`src/lpbg_pkg.sv`:
```
// Shared constants and types for the progress bar glyph generator.
package lpbg_pkg;

   // configuration port
   localparam int CSR_INDEX_W = 1;
   localparam int CSR_DATA_W  = 8;

   typedef enum logic [CSR_INDEX_W-1:0] {
      CSR_MAX_PROGRESS = 1'b0,
      CSR_BAR_LENGTH   = 1'b1
   } csr_index_type;

   // field widths
   localparam int PROGRESS_W   = 8;
   localparam int BAR_LENGTH_W = 6;
   localparam int CODE_W       = 8;

   // display constants
   localparam logic [CODE_W-1:0] ADDR_CMD        = 8'hC0;
   localparam int                PIXELS_PER_CELL = 5;
   localparam logic [CODE_W-1:0] GLYPH_FULL      = CODE_W'(PIXELS_PER_CELL);
   localparam logic [CODE_W-1:0] GLYPH_EMPTY     = '0;

   // reset values of the registers
   localparam logic [PROGRESS_W-1:0]   MAX_PROGRESS_RESET = 8'd100;
   localparam logic [BAR_LENGTH_W-1:0] BAR_LENGTH_RESET   = 6'd16;

   // status from the scaling front end
   typedef struct packed {
      logic busy;
   } front_status_type;

endpackage

```
`src/lpbg_front.sv`:
```
// Front end: takes a progress value, scales it and divides by full scale bit-serially.
module lpbg_front #(
   parameter int MAX_LENGTH = 40,
   parameter int LEN_W      = 6,
   parameter int PIX_W      = 16
) (
   input  logic                                clock,
   input  logic                                reset,
   input  logic                                start,
   input  logic [lpbg_pkg::PROGRESS_W-1:0]     progress,
   input  logic [lpbg_pkg::PROGRESS_W-1:0]     max_progress,
   input  logic [lpbg_pkg::BAR_LENGTH_W-1:0]   bar_length,
   output lpbg_pkg::front_status_type          status,
   output logic                                push,
   output logic [PIX_W-1:0]                    push_pix,
   output logic [LEN_W-1:0]                    push_len,
   input  logic                                q_full
);
   import lpbg_pkg::*;

   localparam int CMP_W  = (LEN_W > BAR_LENGTH_W) ? LEN_W : BAR_LENGTH_W;
   localparam int STEP_W = $clog2(PIX_W + 1);

   logic                  active_ff, active_in;
   logic [STEP_W-1:0]     count_ff, count_in;
   logic [PIX_W-1:0]      dividend_ff, dividend_in;
   logic [PROGRESS_W-1:0] rem_ff, rem_in;
   logic [PROGRESS_W-1:0] divisor_ff, divisor_in;
   logic [LEN_W-1:0]      len_ff, len_in;

   logic [CMP_W-1:0]      len_cmp;
   logic [LEN_W-1:0]      len_sat;
   logic [PIX_W-1:0]      prod;
   logic [PIX_W-1:0]      prod_x5;
   logic [PROGRESS_W:0]   trial;
   logic                  fits;
   logic                  accept;

   assign accept = start && !active_ff;

   // saturate the bar length and scale the progress value by length and cell width
   always_comb begin
      len_cmp = (CMP_W'(bar_length) > CMP_W'(MAX_LENGTH)) ? CMP_W'(MAX_LENGTH)
                                                           : CMP_W'(bar_length);
      len_sat = LEN_W'(len_cmp);
      prod    = PIX_W'(progress) * PIX_W'(len_sat);
      prod_x5 = (prod << 2) + prod;
   end

   // one restoring division step per cycle
   always_comb begin
      trial = {rem_ff, dividend_ff[PIX_W-1]};
      fits  = trial >= {1'b0, divisor_ff};
   end

   always_comb begin
      active_in   = active_ff;
      count_in    = count_ff;
      dividend_in = dividend_ff;
      rem_in      = rem_ff;
      divisor_in  = divisor_ff;
      len_in      = len_ff;
      if (accept) begin
         active_in   = 1'b1;
         count_in    = STEP_W'(PIX_W);
         dividend_in = prod_x5;
         rem_in      = '0;
         divisor_in  = (max_progress == '0) ? PROGRESS_W'(1) : max_progress;
         len_in      = len_sat;
      end else if (active_ff && count_ff != '0) begin
         count_in    = count_ff - STEP_W'(1);
         dividend_in = {dividend_ff[PIX_W-2:0], fits};
         rem_in      = fits ? PROGRESS_W'(trial - {1'b0, divisor_ff})
                            : PROGRESS_W'(trial);
      end else if (active_ff && !q_full) begin
         active_in = 1'b0;
      end
   end

   always_ff @(posedge clock) begin
      if (reset) begin
         active_ff <= 1'b0;
         count_ff  <= '0;
      end else begin
         active_ff <= active_in;
         count_ff  <= count_in;
      end
      dividend_ff <= dividend_in;
      rem_ff      <= rem_in;
      divisor_ff  <= divisor_in;
      len_ff      <= len_in;
   end

   // quotient is complete once all steps are done
   assign push        = active_ff && (count_ff == '0) && !q_full;
   assign push_pix    = dividend_ff;
   assign push_len    = len_ff;
   assign status.busy = active_ff;

endmodule

```
`src/lpbg_queue.sv`:
```
// Two-entry queue between the scaling front end and the glyph emitter.
module lpbg_queue #(
   parameter int WIDTH = 16
) (
   input  logic             clock,
   input  logic             reset,
   input  logic             push,
   input  logic [WIDTH-1:0] push_data,
   output logic             full,
   input  logic             pop,
   output logic             not_empty,
   output logic [WIDTH-1:0] pop_data
);

   logic [WIDTH-1:0] mem_ff [2];
   logic             wr_ptr_ff, wr_ptr_in;
   logic             rd_ptr_ff, rd_ptr_in;
   logic [1:0]       count_ff, count_in;
   logic             do_push, do_pop;

   assign do_push = push && (count_ff != 2'd2);
   assign do_pop  = pop && (count_ff != 2'd0);

   // pointer and fill count update
   always_comb begin
      wr_ptr_in = do_push ? ~wr_ptr_ff : wr_ptr_ff;
      rd_ptr_in = do_pop ? ~rd_ptr_ff : rd_ptr_ff;
      count_in  = count_ff;
      if (do_push && !do_pop) begin
         count_in = count_ff + 2'd1;
      end else if (do_pop && !do_push) begin
         count_in = count_ff - 2'd1;
      end
   end

   always_ff @(posedge clock) begin
      if (reset) begin
         wr_ptr_ff <= 1'b0;
         rd_ptr_ff <= 1'b0;
         count_ff  <= 2'd0;
      end else begin
         wr_ptr_ff <= wr_ptr_in;
         rd_ptr_ff <= rd_ptr_in;
         count_ff  <= count_in;
      end
      if (do_push) begin
         mem_ff[wr_ptr_ff] <= push_data;
      end
   end

   assign full      = (count_ff == 2'd2);
   assign not_empty = (count_ff != 2'd0);
   assign pop_data  = mem_ff[rd_ptr_ff];

endmodule

```
`src/lpbg_back.sv`:
```
// Back end: emits the address command and one glyph code per cell.
module lpbg_back #(
   parameter int LEN_W = 6,
   parameter int PIX_W = 16
) (
   input  logic                          clock,
   input  logic                          reset,
   input  logic                          q_not_empty,
   input  logic [PIX_W-1:0]              q_pix,
   input  logic [LEN_W-1:0]              q_len,
   output logic                          q_pop,
   output logic                          rsp_valid,
   output logic                          rsp_is_command,
   output logic [lpbg_pkg::CODE_W-1:0]   rsp_code,
   output logic                          rsp_last
);
   import lpbg_pkg::*;

   typedef enum logic {
      ST_CMD,
      ST_CELLS
   } state_type;

   state_type          state_ff;
   logic [PIX_W-1:0]   pix_ff;
   logic [PIX_W-1:0]   cell_start_ff;
   logic [LEN_W-1:0]   left_ff;
   logic               valid_ff;
   logic               is_cmd_ff;
   logic [CODE_W-1:0]  code_ff;
   logic               last_ff;

   logic [PIX_W:0]     cell_end;
   logic [CODE_W-1:0]  cell_code;
   logic [PIX_W-1:0]   partial;

   assign q_pop = (state_ff == ST_CMD) && q_not_empty;

   // glyph for the current cell: full, empty or the partial pixel count
   always_comb begin
      cell_end = {1'b0, cell_start_ff} + (PIX_W + 1)'(PIXELS_PER_CELL);
      partial  = pix_ff - cell_start_ff;
      if (cell_end > {1'b0, pix_ff}) begin
         cell_code = (cell_start_ff > pix_ff) ? GLYPH_EMPTY : CODE_W'(partial);
      end else begin
         cell_code = GLYPH_FULL;
      end
   end

   // sequencer with registered result outputs
   always_ff @(posedge clock) begin
      if (reset) begin
         state_ff <= ST_CMD;
         valid_ff <= 1'b0;
      end else begin
         valid_ff <= 1'b0;
         case (state_ff)
            ST_CMD: begin
               if (q_not_empty) begin
                  valid_ff <= 1'b1;
                  if (q_len != '0) begin
                     state_ff <= ST_CELLS;
                  end
               end
            end
            ST_CELLS: begin
               valid_ff <= 1'b1;
               if (left_ff == LEN_W'(1)) begin
                  state_ff <= ST_CMD;
               end
            end
            default: begin
               state_ff <= ST_CMD;
            end
         endcase
      end
      // datapath registers
      case (state_ff)
         ST_CMD: begin
            pix_ff        <= q_pix;
            left_ff       <= q_len;
            cell_start_ff <= '0;
            is_cmd_ff     <= 1'b1;
            code_ff       <= ADDR_CMD;
            last_ff       <= (q_len == '0);
         end
         ST_CELLS: begin
            left_ff       <= left_ff - LEN_W'(1);
            cell_start_ff <= PIX_W'(cell_end);
            is_cmd_ff     <= 1'b0;
            code_ff       <= cell_code;
            last_ff       <= (left_ff == LEN_W'(1));
         end
         default: begin
            is_cmd_ff <= 1'b0;
         end
      endcase
   end

   assign rsp_valid      = valid_ff;
   assign rsp_is_command = is_cmd_ff;
   assign rsp_code       = code_ff;
   assign rsp_last       = last_ff;

endmodule

```
`src/lcd_progress_bar_glyph_generator.sv`:
```
// Top level of the progress bar glyph generator.
//
// Each progress value accepted (start high while busy is low) renders one bar: the
// address command 0xC0 followed by one glyph code per cell, one result per cycle on
// rsp_valid with rsp_last on the final one. Results cannot be held off. The front end
// scales progress by bar length and cell width and divides by full scale one quotient
// bit a cycle, so busy stays high until every quotient bit is done and the result is
// pushed, longer while the queue is full; no new item is taken until busy falls. The
// emitter produces bar length plus one results per item, one per cycle, so the
// sustained rate is set by the slower of the front end and the emitter. A two-entry
// queue lets the next item be divided while the current bar is emitted. With the
// emitter idle, the command reaches the outputs once the quotient has been pushed
// into the queue and the emitter has registered it from there.
module lcd_progress_bar_glyph_generator #(
   parameter int MAX_LENGTH = 40
) (
   input  logic                                clock,
   input  logic                                reset,
   input  logic                                start,
   output logic                                busy,
   input  logic [lpbg_pkg::PROGRESS_W-1:0]     req_progress,
   output logic                                rsp_valid,
   output logic                                rsp_is_command,
   output logic [lpbg_pkg::CODE_W-1:0]         rsp_code,
   output logic                                rsp_last,
   input  logic                                csr_write,
   input  logic [lpbg_pkg::CSR_INDEX_W-1:0]    csr_index,
   input  logic [lpbg_pkg::CSR_DATA_W-1:0]     csr_wdata
);
   import lpbg_pkg::*;

   localparam int LEN_W = $clog2(MAX_LENGTH + 1);
   localparam int PIX_W = $clog2(((1 << PROGRESS_W) - 1) * MAX_LENGTH * PIXELS_PER_CELL + 1);
   localparam int Q_W   = PIX_W + LEN_W;

   logic [PROGRESS_W-1:0]   max_progress_ff;
   logic [BAR_LENGTH_W-1:0] bar_length_ff;

   front_status_type        front_status;
   logic                    push;
   logic [PIX_W-1:0]        push_pix;
   logic [LEN_W-1:0]        push_len;
   logic                    q_full;
   logic                    q_pop;
   logic                    q_not_empty;
   logic [Q_W-1:0]          q_data;

   // configuration registers
   always_ff @(posedge clock) begin
      if (reset) begin
         max_progress_ff <= MAX_PROGRESS_RESET;
         bar_length_ff   <= BAR_LENGTH_RESET;
      end else if (csr_write) begin
         case (csr_index_type'(csr_index))
            CSR_MAX_PROGRESS: max_progress_ff <= PROGRESS_W'(csr_wdata);
            CSR_BAR_LENGTH:   bar_length_ff   <= BAR_LENGTH_W'(csr_wdata);
            default: begin
            end
         endcase
      end
   end

   lpbg_front #(
      .MAX_LENGTH (MAX_LENGTH),
      .LEN_W      (LEN_W),
      .PIX_W      (PIX_W)
   ) u_front (
      .clock        (clock),
      .reset        (reset),
      .start        (start),
      .progress     (req_progress),
      .max_progress (max_progress_ff),
      .bar_length   (bar_length_ff),
      .status       (front_status),
      .push         (push),
      .push_pix     (push_pix),
      .push_len     (push_len),
      .q_full       (q_full)
   );

   lpbg_queue #(
      .WIDTH (Q_W)
   ) u_queue (
      .clock     (clock),
      .reset     (reset),
      .push      (push),
      .push_data ({push_pix, push_len}),
      .full      (q_full),
      .pop       (q_pop),
      .not_empty (q_not_empty),
      .pop_data  (q_data)
   );

   lpbg_back #(
      .LEN_W (LEN_W),
      .PIX_W (PIX_W)
   ) u_back (
      .clock          (clock),
      .reset          (reset),
      .q_not_empty    (q_not_empty),
      .q_pix          (q_data[Q_W-1:LEN_W]),
      .q_len          (q_data[LEN_W-1:0]),
      .q_pop          (q_pop),
      .rsp_valid      (rsp_valid),
      .rsp_is_command (rsp_is_command),
      .rsp_code       (rsp_code),
      .rsp_last       (rsp_last)
   );

   assign busy = front_status.busy;

endmodule

```
`config.mk`:
```
export PLATFORM = sky130hd
export DESIGN_NAME = lcd_progress_bar_glyph_generator
export DESIGN_NICKNAME = d
export VERILOG_FILES = /design/src/lpbg_pkg.sv /design/src/lpbg_front.sv /design/src/lpbg_queue.sv /design/src/lpbg_back.sv /design/src/lcd_progress_bar_glyph_generator.sv
export SDC_FILE = /design/constraint.sdc
export NUM_CORES = 1
export LEC_CHECK = 0
export BUFFER_PORTS_ARGS = -buffer_cell sky130_fd_sc_hd__buf_2
export CAP_MARGIN = 20
export CORE_MARGIN = 4
export CORE_UTILIZATION = 55
export CTS_CLUSTER_SIZE = 30
export DETAILED_ROUTE_END_ITERATION = 8
export PLACE_DENSITY = 0.72
export RECOVER_POWER = 50
export REMOVE_ABC_BUFFERS = 1
export SLEW_MARGIN = 25
export SYNTH_ARGS = -nofsm -noshare
export SYNTH_HDL_FRONTEND = slang
export SYNTH_SLANG_ARGS = --single-unit
```
`constraint.sdc`:
```
create_clock -name clock -period 10.05 [get_ports clock]
set_input_delay 1.5075 -clock clock [delete_from_list [all_inputs] [get_ports clock]]
set_output_delay 1.5075 -clock clock [all_outputs]
set_load 0.01 [all_outputs]
```
==> impl_metrics.toml, run 1 <==
[floorplan]
die_y_um = 137.3
dieArea_um2 = 18860
start_util = 0.5588
core_um2 = 16470
rows = 47
io_pins = 33
fp.dieW_um = 137.3

[synthesis]
synth_edf_count = 90
yosysMostFrequentCell = "edfxtp_1"
synth_mux_area_frac = 0.02733
synth_top_family_by_area = "adder cells"
ys.flop_type = "edfxtp_1"
synth_cells = 886
seq_area_frac_synth = 0.4395
async_flop_share = 0
ys_types = 59
synth_area_leaders = "edfxtp_1 (29%), dfxtp_1 (15%), ha_1 (12%)"
synth_xor_area_frac = 0.04936
synth_area_per_cell_um2 = 10.39
synth_compound_area_frac = 0.1112
synth.top_cell.area_share = 0.2937
yosysWarnings = 0
synth-simple-area-share = 0.1445
yosys-top-cells-count = "edfxtp_1 (90), inv_1 (89), nand2_1 (87), ha_1 (86), dfxtp_1 (67)"
syn-cell-area_um2 = 9201
synth_top_area_cell = "edfxtp_1"
synth_seq_cells = 157
synth-adder-area-share = 0.1779

[clock_network]
cts_hold_buf = 0
clkTransAtPathRegs_ns = 0.06
cts_resized = 0
numClockSinks = 157
cts_root_buf = "clkbuf_16"
cts_max_level = 4
post_cts_buffers = 0
cts_made_buffers = 17
clockBufferDepth = 2
cts_tree = "built"
clock_latency_ns = 0.42

[global_routing]
grt_pass1_vias = 6009
antenna_found_initial = 0
grt_pass1_wl_um = 27720
grt_use_total = 0.1827
overflow = 0
grt_max_degree = 35

[place]
dpl.hpwl_um = 11950
numPortBuffers = 32
dp_cells = 1109
place.gp.congestion = 0.8690

[drt]
totalWireLength_um = 15820
detail-route-antenna-nets = 0
drt_first_pass_iters = 4
route.vias.total = 6063
avgRoutedWirePerCell_um = 13.87
drtIter0Drc = 263
drc_errors = 0
viasPerCell = 5.314

[critical_path]
critPathBufInv = 3
cp-start-kind = "input pin"
crit_path_max_fanout = 6
r2r-start = "bar_length_ff[5]"
critPathKind = "input pin to flop"
critical_path.cell_chain = "buf_2 > and2_1 > fa_1 > fa_1 > inv_1 > fa_1 > inv_1 > ha_1 > and3_1 > a2111oi_4 > xnor2_1 > ha_1 > nor3_1 > o2111ai_1 > a31oi_1 > nor2_1 > a211oi_1 > xor2_1 > o21ai_0"
ff2ff_path_depth = 20
cpMostUsedCell = "fa_1"
rrSetupSlack_ns = 3.97
crit_arrival_ns = 6.28
cp_slowest_cell = "fa_1"
r2r_end = "u_front.push_pix[13]"
path_delay_family = "adder cells"
end_kind = "flop"
slowest_delay_ns = 0.55
required_ns = 10.17

[min_path]
min-delay-start = "u_front.push_len[0]"
holdPathEnd = "u_queue.mem_ff[0][0]"
hold_path.class = "flop to flop"
worstHoldPathCells = 0

[layout]
final_cells = 1141
area_growth_pct = 9.722
nets = 1043
drive_above_1_share = 0.1031
fillers = 1334
n_antenna_cell = 0

[timing]
fin_skew_ns = 0.01392
fin_crit_ns = 6.160
fin_setup_tns_ns = 0
finalHoldViolCount = 0
max-slew-margin-rel = 0.2102
tightest_slew_ns = 1.185
rsz0062_at_grt = "no"
maxSlewViolCount = 0
max_freq_mhz = 162.3
timing.hold.ws_ns = 0.4451
finalCritPeriodShare = 0.6129
finalSetupViolCount = 0

[power]
peakVddDrop_v = 0.0001598
power.leakage_nw = 4.454
cellPowerDensity_nw_per_um2 = 221.4

[outcome]
status = "completed"

[run]
max_cap_viol_count = 0
==> stage by stage <==
step	setup slack, ns	util	power, mW	area [um2]
after floorplan	3.907	-	1.462	9074
final	3.890	0.6131	2.235	10100
after CTS	3.876	0.6136	2.256	10100
after global routing	3.493	0.6131	2.405	10100
after detailed placement	3.502	0.5793	1.639	9538
after global placement	3.628	0.5793	1.623	9538
==> how the worst max path moves through the flow <==
stage / start / end / slack [ns] / cells after the start
after CTS: req_progress[2] / u_front.push_pix[13] / 3.88 / 19
after detailed placement: req_progress[3] / u_front.push_pix[13] / 3.50 / 19
after global routing: bar_length_ff[5] / u_front.push_pix[13] / 3.49 / 21
after global placement: req_progress[3] / u_front.push_pix[15] / 3.63 / 19
after floorplan: req_progress[2] / u_front.push_pix[15] / 3.91 / 18
final: req_progress[2] / u_front.push_pix[13] / 3.89 / 19
==> report_power, final <==
part	switching, mW	internal (mW)	total (mW)
Clock	0.259	0.351	0.610
Combinational	0.403	0.301	0.704
Sequential	0.0845	0.837	0.922
==> cells by family (layout without fill, tap and decap cells) <==
group	count (synthesis)	in the layout
DFF	157	157
AOI/OAI and AO/OA	156	156
and+or+nand+nor	264	264
muxes	23	23
adders and majority gates	114	114
buffers and inverters	121	156
xor gates and xnor gates	51	51
==> per-layer routing <==
layer,share of wire,GRT usage
met1,0.47,0.2367
met2,0.48,0.3076
met3,0.031,0.03725
met4,0.021,0.05987
met5,0,0
==> registers in the layout, indices dropped and copies added, names as in the netlist, 2 cells and up, named ones only <==
register and cells:
u_queue.mem_ff 44, u_back.cell_start_ff 16, u_back.pix_ff 16, u_front.push_pix 16, max_progress_ff 8, u_back.rsp_code 8
u_front.divisor_ff 8, u_front.rem_ff 8, bar_length_ff 6, u_back.left_ff 6, u_front.push_len 6, u_front.count_ff 5
u_queue.count_ff 2
==> area by class of cell <==
type | instances | area [um2] | area share
well taps | 220 | 275.3 | 0.02726
flip-flops and latches | 157 | 4044 | 0.4005
clock buffers | 22 | 488.0 | 0.04833
repair buffers | 35 | 175.2 | 0.01735
clock inverters | 10 | 77.57 | 0.007684
multi-input cells | 608 | 4702 | 0.4657
inverters | 89 | 334.1 | 0.03309
==> placed cells by master (no fill, tap or decap), drive strengths merged, types with 2 or more instances in the layout <==
| master | instances |
|---|---|
| inv | 95 |
| edfxtp | 90 |
| nand2 | 87 |
| ha | 86 |
| dfxtp | 67 |
| a21oi | 45 |
| o21ai | 44 |
| and2 | 35 |
| nor2 | 34 |
| buf | 33 |
| fa | 28 |
| and3 | 27 |
| xnor2 | 27 |
| xor2 | 24 |
| clkbuf | 24 |
| nor3 | 19 |
| nand3 | 17 |
| mux2 | 17 |
| a21o | 17 |
| nor2b | 11 |
| nand4 | 10 |
| a211oi | 8 |
| nor4 | 7 |
| nand2b | 6 |
| mux2i | 6 |
| o31ai | 6 |
| o21a | 5 |
| or3 | 4 |
| o21bai | 4 |
| o311ai | 4 |
| nand3b | 4 |
| clkinv | 4 |
| o31a | 3 |
| o211ai | 3 |
| a31oi | 3 |
| o2111ai | 2 |
| a2bb2oi | 2 |
| or2 | 2 |
| a211o | 2 |
| a2111oi | 2 |
Power figures use the tool's default switching activity.
==> run 2: changes to the inputs <==
--- a/config.mk
+++ b/config.mk
@@ -5,6 +5,7 @@
 export SDC_FILE = /design/constraint.sdc
 export NUM_CORES = 1
 export LEC_CHECK = 0
+export ABC_AREA = 1
 export BUFFER_PORTS_ARGS = -buffer_cell sky130_fd_sc_hd__buf_2
 export CAP_MARGIN = 20
 export CORE_MARGIN = 4
==> constraint.sdc (replaced) <==
create_clock -name clock -period 5.8 [get_ports clock]
set_input_delay 0.87 -clock clock [delete_from_list [all_inputs] [get_ports clock]]
set_output_delay 0.87 -clock clock [all_outputs]
set_load 0.01 [all_outputs]
==> impl_metrics.toml, run 2 <==
[outcome]
status = "finished with violations"
violations = "capacitance limit, slew limit"

[layout]
largest_register = "u_queue.mem_ff"
fillers = 1422
final_area_um2 = 10400
post-route-util = 0.6229
final_common_cell = "nand2_1"
layout_common_cells = "nand2_1 (208), inv_1 (183), nor2_1 (104), edfxtp_1 (90), ha_1 (85)"
multi_input_area_um2 = 4638
area.sequential_um2 = 4044
final_cells = 1339
n_antenna_cell = 0
drive_above_1_share = 0.09651
nets = 1241
area_growth_pct = 10.12
largest_reg_flops = 44

[synthesis]
synth_area_leaders = "edfxtp_1 (29%), dfxtp_1 (14%), ha_1 (11%)"
synth_seq_cells = 157
yosysWarnings = 0
async_flop_share = 0
synth_edf_count = 90
syn-cell-area_um2 = 9448
synth_cells = 1074
synth_top_area_cell = "edfxtp_1"
synth.top_cell.area_share = 0.2861
ys.flop_type = "edfxtp_1"
yosys-top-cells-count = "nand2_1 (208), inv_1 (185), nor2_1 (108), edfxtp_1 (90), ha_1 (86)"
synth_area_per_cell_um2 = 8.797
yosysMostFrequentCell = "nand2_1"
seq_area_frac_synth = 0.4280
ys_types = 44

[timing]
fin_skew_ns = 0.01141
finalCritPeriodShare = 0.9133
max-slew-margin-rel = -0.2554
tightest_slew_ns = 1.883
finalHoldViolCount = 0
timing.hold.ws_ns = 0.4297
fin_setup_tns_ns = 0
finalSetupViolCount = 0
rsz0062_at_grt = "no"
fin_crit_ns = 5.297
layout_setup_ws_ns = 0.5026
maxSlewViolCount = 41
max_freq_mhz = 188.8

[critical_path]
required_ns = 5.97
crit_arrival_ns = 5.46
critPathKind = "flop to flop"
end_kind = "flop"
cp-start-kind = "flop"
crit_path_max_fanout = 7

[floorplan]
dieArea_um2 = 19340
io_pins = 33
fp.dieW_um = 139.1
core_um2 = 16700
die_y_um = 139.1
start_util = 0.5657
rows = 47

[drt]
drc_errors = 0
avgRoutedWirePerCell_um = 12.65
route.vias.total = 6825
viasPerCell = 5.097
totalWireLength_um = 16950
drt_first_pass_iters = 5
detail-route-antenna-nets = 0
drtIter0Drc = 299

[place]
numPortBuffers = 32
dp_cells = 1306
place.gp.congestion = 0.8789
dpl.hpwl_um = 12940
placed_area_um2 = 9814
pre_cts_ws_ns = 0.1900

[clock_network]
cts_made_buffers = 17
numClockSinks = 157
clock_latency_ns = 0.42
clockBufferDepth = 2
cts_root_buf = "clkbuf_16"
cts_hold_buf = 0
clkTransAtPathRegs_ns = 0.06
cts_max_level = 4
cts_tree = "built"

[power]
cellPowerDensity_nw_per_um2 = 420.0
power.leakage_nw = 4.868
peakVddDrop_v = 0.0002608
power_mw = 4.370

[global_routing]
grt_pass1_wl_um = 29620
antenna_found_initial = 0
grt_pass1_vias = 6709
overflow = 0
grt_use_total = 0.1822
grt_max_degree = 41

[min_path]
hold_path.class = "flop to flop"

[run]
max_cap_viol_count = 1
==> run 2: cell count changes in the layout (fill, tap and decap cells not counted), moves of 12 or more <==
cell,previous run,this run
and3_1,26,0
a21o_1,16,1
nor2_1,34,104
and2_1,27,1
inv_1,89,183
nand2_1,87,208
nand3_1,17,31
o21ai_0,40,57
a21oi_1,44,56
==> run 2: per-layer routing <==
metal | part of all wire | global-route usage | routed length, um | up-vias
met5 | 0 | 0 | 0 | -
met4 | 0.017 | 0.05510 | 296 | 0
met3 | 0.033 | 0.03724 | 566 | 27
met2 | 0.50 | 0.3171 | 8435 | 125
met1 | 0.45 | 0.2295 | 7647 | 3124
li1 | - | - | - | 3549
==> run 2: worst paths after layout <==
kind / startpoint / end / slack [ns] / cells after the start
max: bar_length_ff[1] / u_front.push_pix[10] / 0.50 / 25
min: max_progress_ff[4] / u_front.divisor_ff[4] / 0.43 / 0
max reg2reg: bar_length_ff[1] / u_front.push_pix[10] / 0.50 / 25
min reg2reg: max_progress_ff[4] / u_front.divisor_ff[4] / 0.43 / 0
==> run 2: cell type report <==
| cell class | count | area share |
|---|---|---|
| clock buffers | 18 | 0.04125 |
| clock inverters | 14 | 0.01287 |
| inverters | 186 | 0.06711 |
| multi-input cells | 708 | 0.4458 |
| flip-flops and latches | 157 | 0.3887 |
| well taps | 220 | 0.02646 |
| repair buffers | 36 | 0.01780 |
==> run 2: kinds of logic after synthesis <==
kind of cell    count (synthesis)  share of synthesized area
simple gates                  400                     0.1787
buf+inv                       209                    0.08515
flops                         157                     0.4280
compound gates                141                    0.08158
fa+ha+maj                     114                     0.1732
xor+xnor                       37                    0.03430
mux                            16                    0.01907
==> run 2: what timing repair did <==
action,CTS,global route
buffers inserted,0,1
resized for setup,0,10
setup endpoints to repair,0,7
==> run 2: critical path, stage by stage, from the launching register on <==
cell and delay, ns:
dfxtp_1 0.32, nor2_1 0.12, a21oi_1 0.09, o21ai_2 0.17, inv_1 0.11, nor2_2 0.15
inv_2 0.10, nor2_1 0.12, fa_1 0.44, fa_1 0.48, inv_1 0.05, fa_1 0.52
inv_1 0.04, ha_1 0.36, a21oi_2 0.19, nand2_1 0.08, xnor2_1 0.14, inv_1 0.08
ha_1 0.35, a21oi_1 0.22, o21ai_0 0.15, a21oi_1 0.21, o21ai_0 0.12, or2_2 0.28
nand3_1 0.07, nand2_1 0.06
==> run 2: power by group <==
| group | leakage (nW) | internal [mW] | total, mW | switching, mW |
|---|---|---|---|---|
| clock network | 0.274 | 0.598 | 1.06 | 0.459 |
| registers | 1.41 | 1.48 | 1.64 | 0.163 |
| logic | 3.19 | 0.662 | 1.67 | 1.01 |
| total | 4.87 | 2.74 | 4.37 | 1.63 |
==> run 3: changes to the inputs <==
--- a/config.mk
+++ b/config.mk
@@ -5,7 +5,6 @@
 export SDC_FILE = /design/constraint.sdc
 export NUM_CORES = 1
 export LEC_CHECK = 0
-export ABC_AREA = 1
 export BUFFER_PORTS_ARGS = -buffer_cell sky130_fd_sc_hd__buf_2
 export CAP_MARGIN = 20
 export CORE_MARGIN = 4
==> impl_metrics.toml, run 3 (synthesis gave the netlist of run 1 again) <==
[floorplan]
core_um2 = 16470
rows = 47
io_pins = 33
dieArea_um2 = 18860
fp.dieW_um = 137.3
start_util = 0.5588
die_y_um = 137.3

[critical_path]
critPathKind = "flop to flop"
slowest_delay_ns = 0.55
end_kind = "flop"
critical_path.cell_chain = "o21ai_0 > buf_4 > and3_1 > fa_1 > inv_1 > fa_1 > fa_1 > inv_1 > ha_1 > a21o_2 > a2111oi_4 > o21ai_0 > xor2_1 > ha_1 > a21o_1 > a21o_1 > a21oi_1 > o21ai_0 > a21bo_2 > a31oi_2"
r2r_end = "u_front.push_pix[15]"
critPathBufInv = 3
path_delay_family = "adder cells"
rrSetupSlack_ns = 0.29
cp_num_cells = 20
required_ns = 6.06
cp_slowest_cell = "fa_1"
crit_path_max_fanout = 24
cp-start-kind = "flop"
crit_arrival_ns = 5.77
ff2ff_path_depth = 20
r2r-start = "bar_length_ff[5]"

[layout]
layout_common_cells = "edfxtp_1 (90), inv_1 (89), nand2_1 (87), ha_1 (86), dfxtp_1 (67)"
drive_above_1_share = 0.1129
n_antenna_cell = 0
nets = 1052
area_growth_pct = 10.28
final_common_cell = "edfxtp_1"
area.sequential_um2 = 4044
largest_register = "u_queue.mem_ff"
post-route-util = 0.6163
largest_reg_flops = 44
fillers = 1354
final_cells = 1150
multi_input_area_um2 = 4712

[drt]
avgRoutedWirePerCell_um = 14.35
viasPerCell = 5.379
totalWireLength_um = 16500
drt_first_pass_iters = 5
drc_errors = 0
detail-route-antenna-nets = 0
route.vias.total = 6186
drtIter0Drc = 346

[place]
numPortBuffers = 32
dpl.hpwl_um = 12580
dp_cells = 1118
pre_cts_ws_ns = -0.03641
place.gp.congestion = 0.9021

[clock_network]
cts_hold_buf = 0
clkTransAtPathRegs_ns = 0.07
cts_tree = "built"
cts_made_buffers = 17
cts_root_buf = "clkbuf_16"
cts_max_level = 4
post_cts_buffers = 0
numClockSinks = 157
clockBufferDepth = 2
clock_latency_ns = 0.42

[global_routing]
grt_pass1_wl_um = 29110
antenna_found_initial = 0
grt_util_met3 = 0.03652
busiest_layer = "met2"
use_met2 = 0.3253
overflow = 0
grt_max_degree = 35
grt_use_total = 0.1915
grt_pass1_vias = 6211
gr-usage-met1 = 0.2464

[timing]
fin_skew_ns = 0.01153
finalHoldViolCount = 0
maxSlewViolCount = 0
fin_setup_tns_ns = 0
layout_setup_ws_ns = 0.2921
finalSetupViolCount = 0
max-slew-margin-rel = 0.1995
max_freq_mhz = 181.6
fin_crit_ns = 5.508
finalCritPeriodShare = 0.9496
tightest_slew_ns = 1.201

[outcome]
status = "completed"

[power]
power.leakage_nw = 4.473
peakVddDrop_v = 0.0002556
cellPowerDensity_nw_per_um2 = 382.7

[min_path]
min-delay-start = "max_progress_ff[4]"
worstHoldPathCells = 0
hold_path.class = "flop to flop"
holdPathEnd = "u_front.divisor_ff[4]"

[run]
max_cap_viol_count = 0
[run 3: metrics by stage]
step	total power, mW	instance area (um2)	hold WS [ns]
finish	3.884	10150	0.4634
floorplan	2.534	9074	0.4215
CTS	3.907	10140	0.4602
global route	4.179	10150	0.4719
detailed placement	2.883	9607	0.4474
global placement	2.847	9605	0.4436
[run 3: how the worst max path moves through the flow]
stage	start	endpoint
detailed placement	req_progress[1]	u_front.push_pix[13]
global placement	req_progress[1]	u_front.push_pix[15]
floorplan	bar_length_ff[3]	u_front.push_pix[15]
CTS	bar_length_ff[4]	u_front.push_pix[13]
finish	bar_length_ff[5]	u_front.push_pix[15]
global route	bar_length_ff[4]	u_front.push_pix[13]
[run 3: final cells by class]
class,count,area share
Tap cell,220,0.02713
Inverter,89,0.03292
Clock inverter,14,0.01073
Clock buffer,18,0.04229
Sequential cell,157,0.3985
Multi-Input combinational cell,608,0.4644
Timing Repair Buffer,44,0.02404
[run 3: where the power goes]
group | leakage [nW] | internal, mW | switching (mW)
clock | 0.257 | 0.554 | 0.459
combinational | 2.81 | 0.550 | 0.723
sequential | 1.41 | 1.45 | 0.148
total | 4.47 | 2.55 | 1.33
[run 3: layer usage]
metal  wire, um  share of wire
met1       7533           0.46
met2       8076           0.49
met3        605          0.037
met4        284          0.017
met5          0              0
[run 3: timing repair]
action                                  in CTS  in global routing
hold endpoints to repair                     0                  0
endpoints found under the setup margin       0                  3
resized for setup                            0                  4
[run 3: worst reg2reg max path: stages (launching register included)]
cell,delay (ns)
dfxtp_1,0.40
o21ai_0,0.11
buf_4,0.20
and3_1,0.22
fa_1,0.54
inv_1,0.05
fa_1,0.46
fa_1,0.55
inv_1,0.05
ha_1,0.33
a21o_2,0.23
a2111oi_4,0.39
o21ai_0,0.18
xor2_1,0.18
ha_1,0.33
a21o_1,0.18
a21o_1,0.17
a21oi_1,0.16
o21ai_0,0.19
a21bo_2,0.26
a31oi_2,0.16
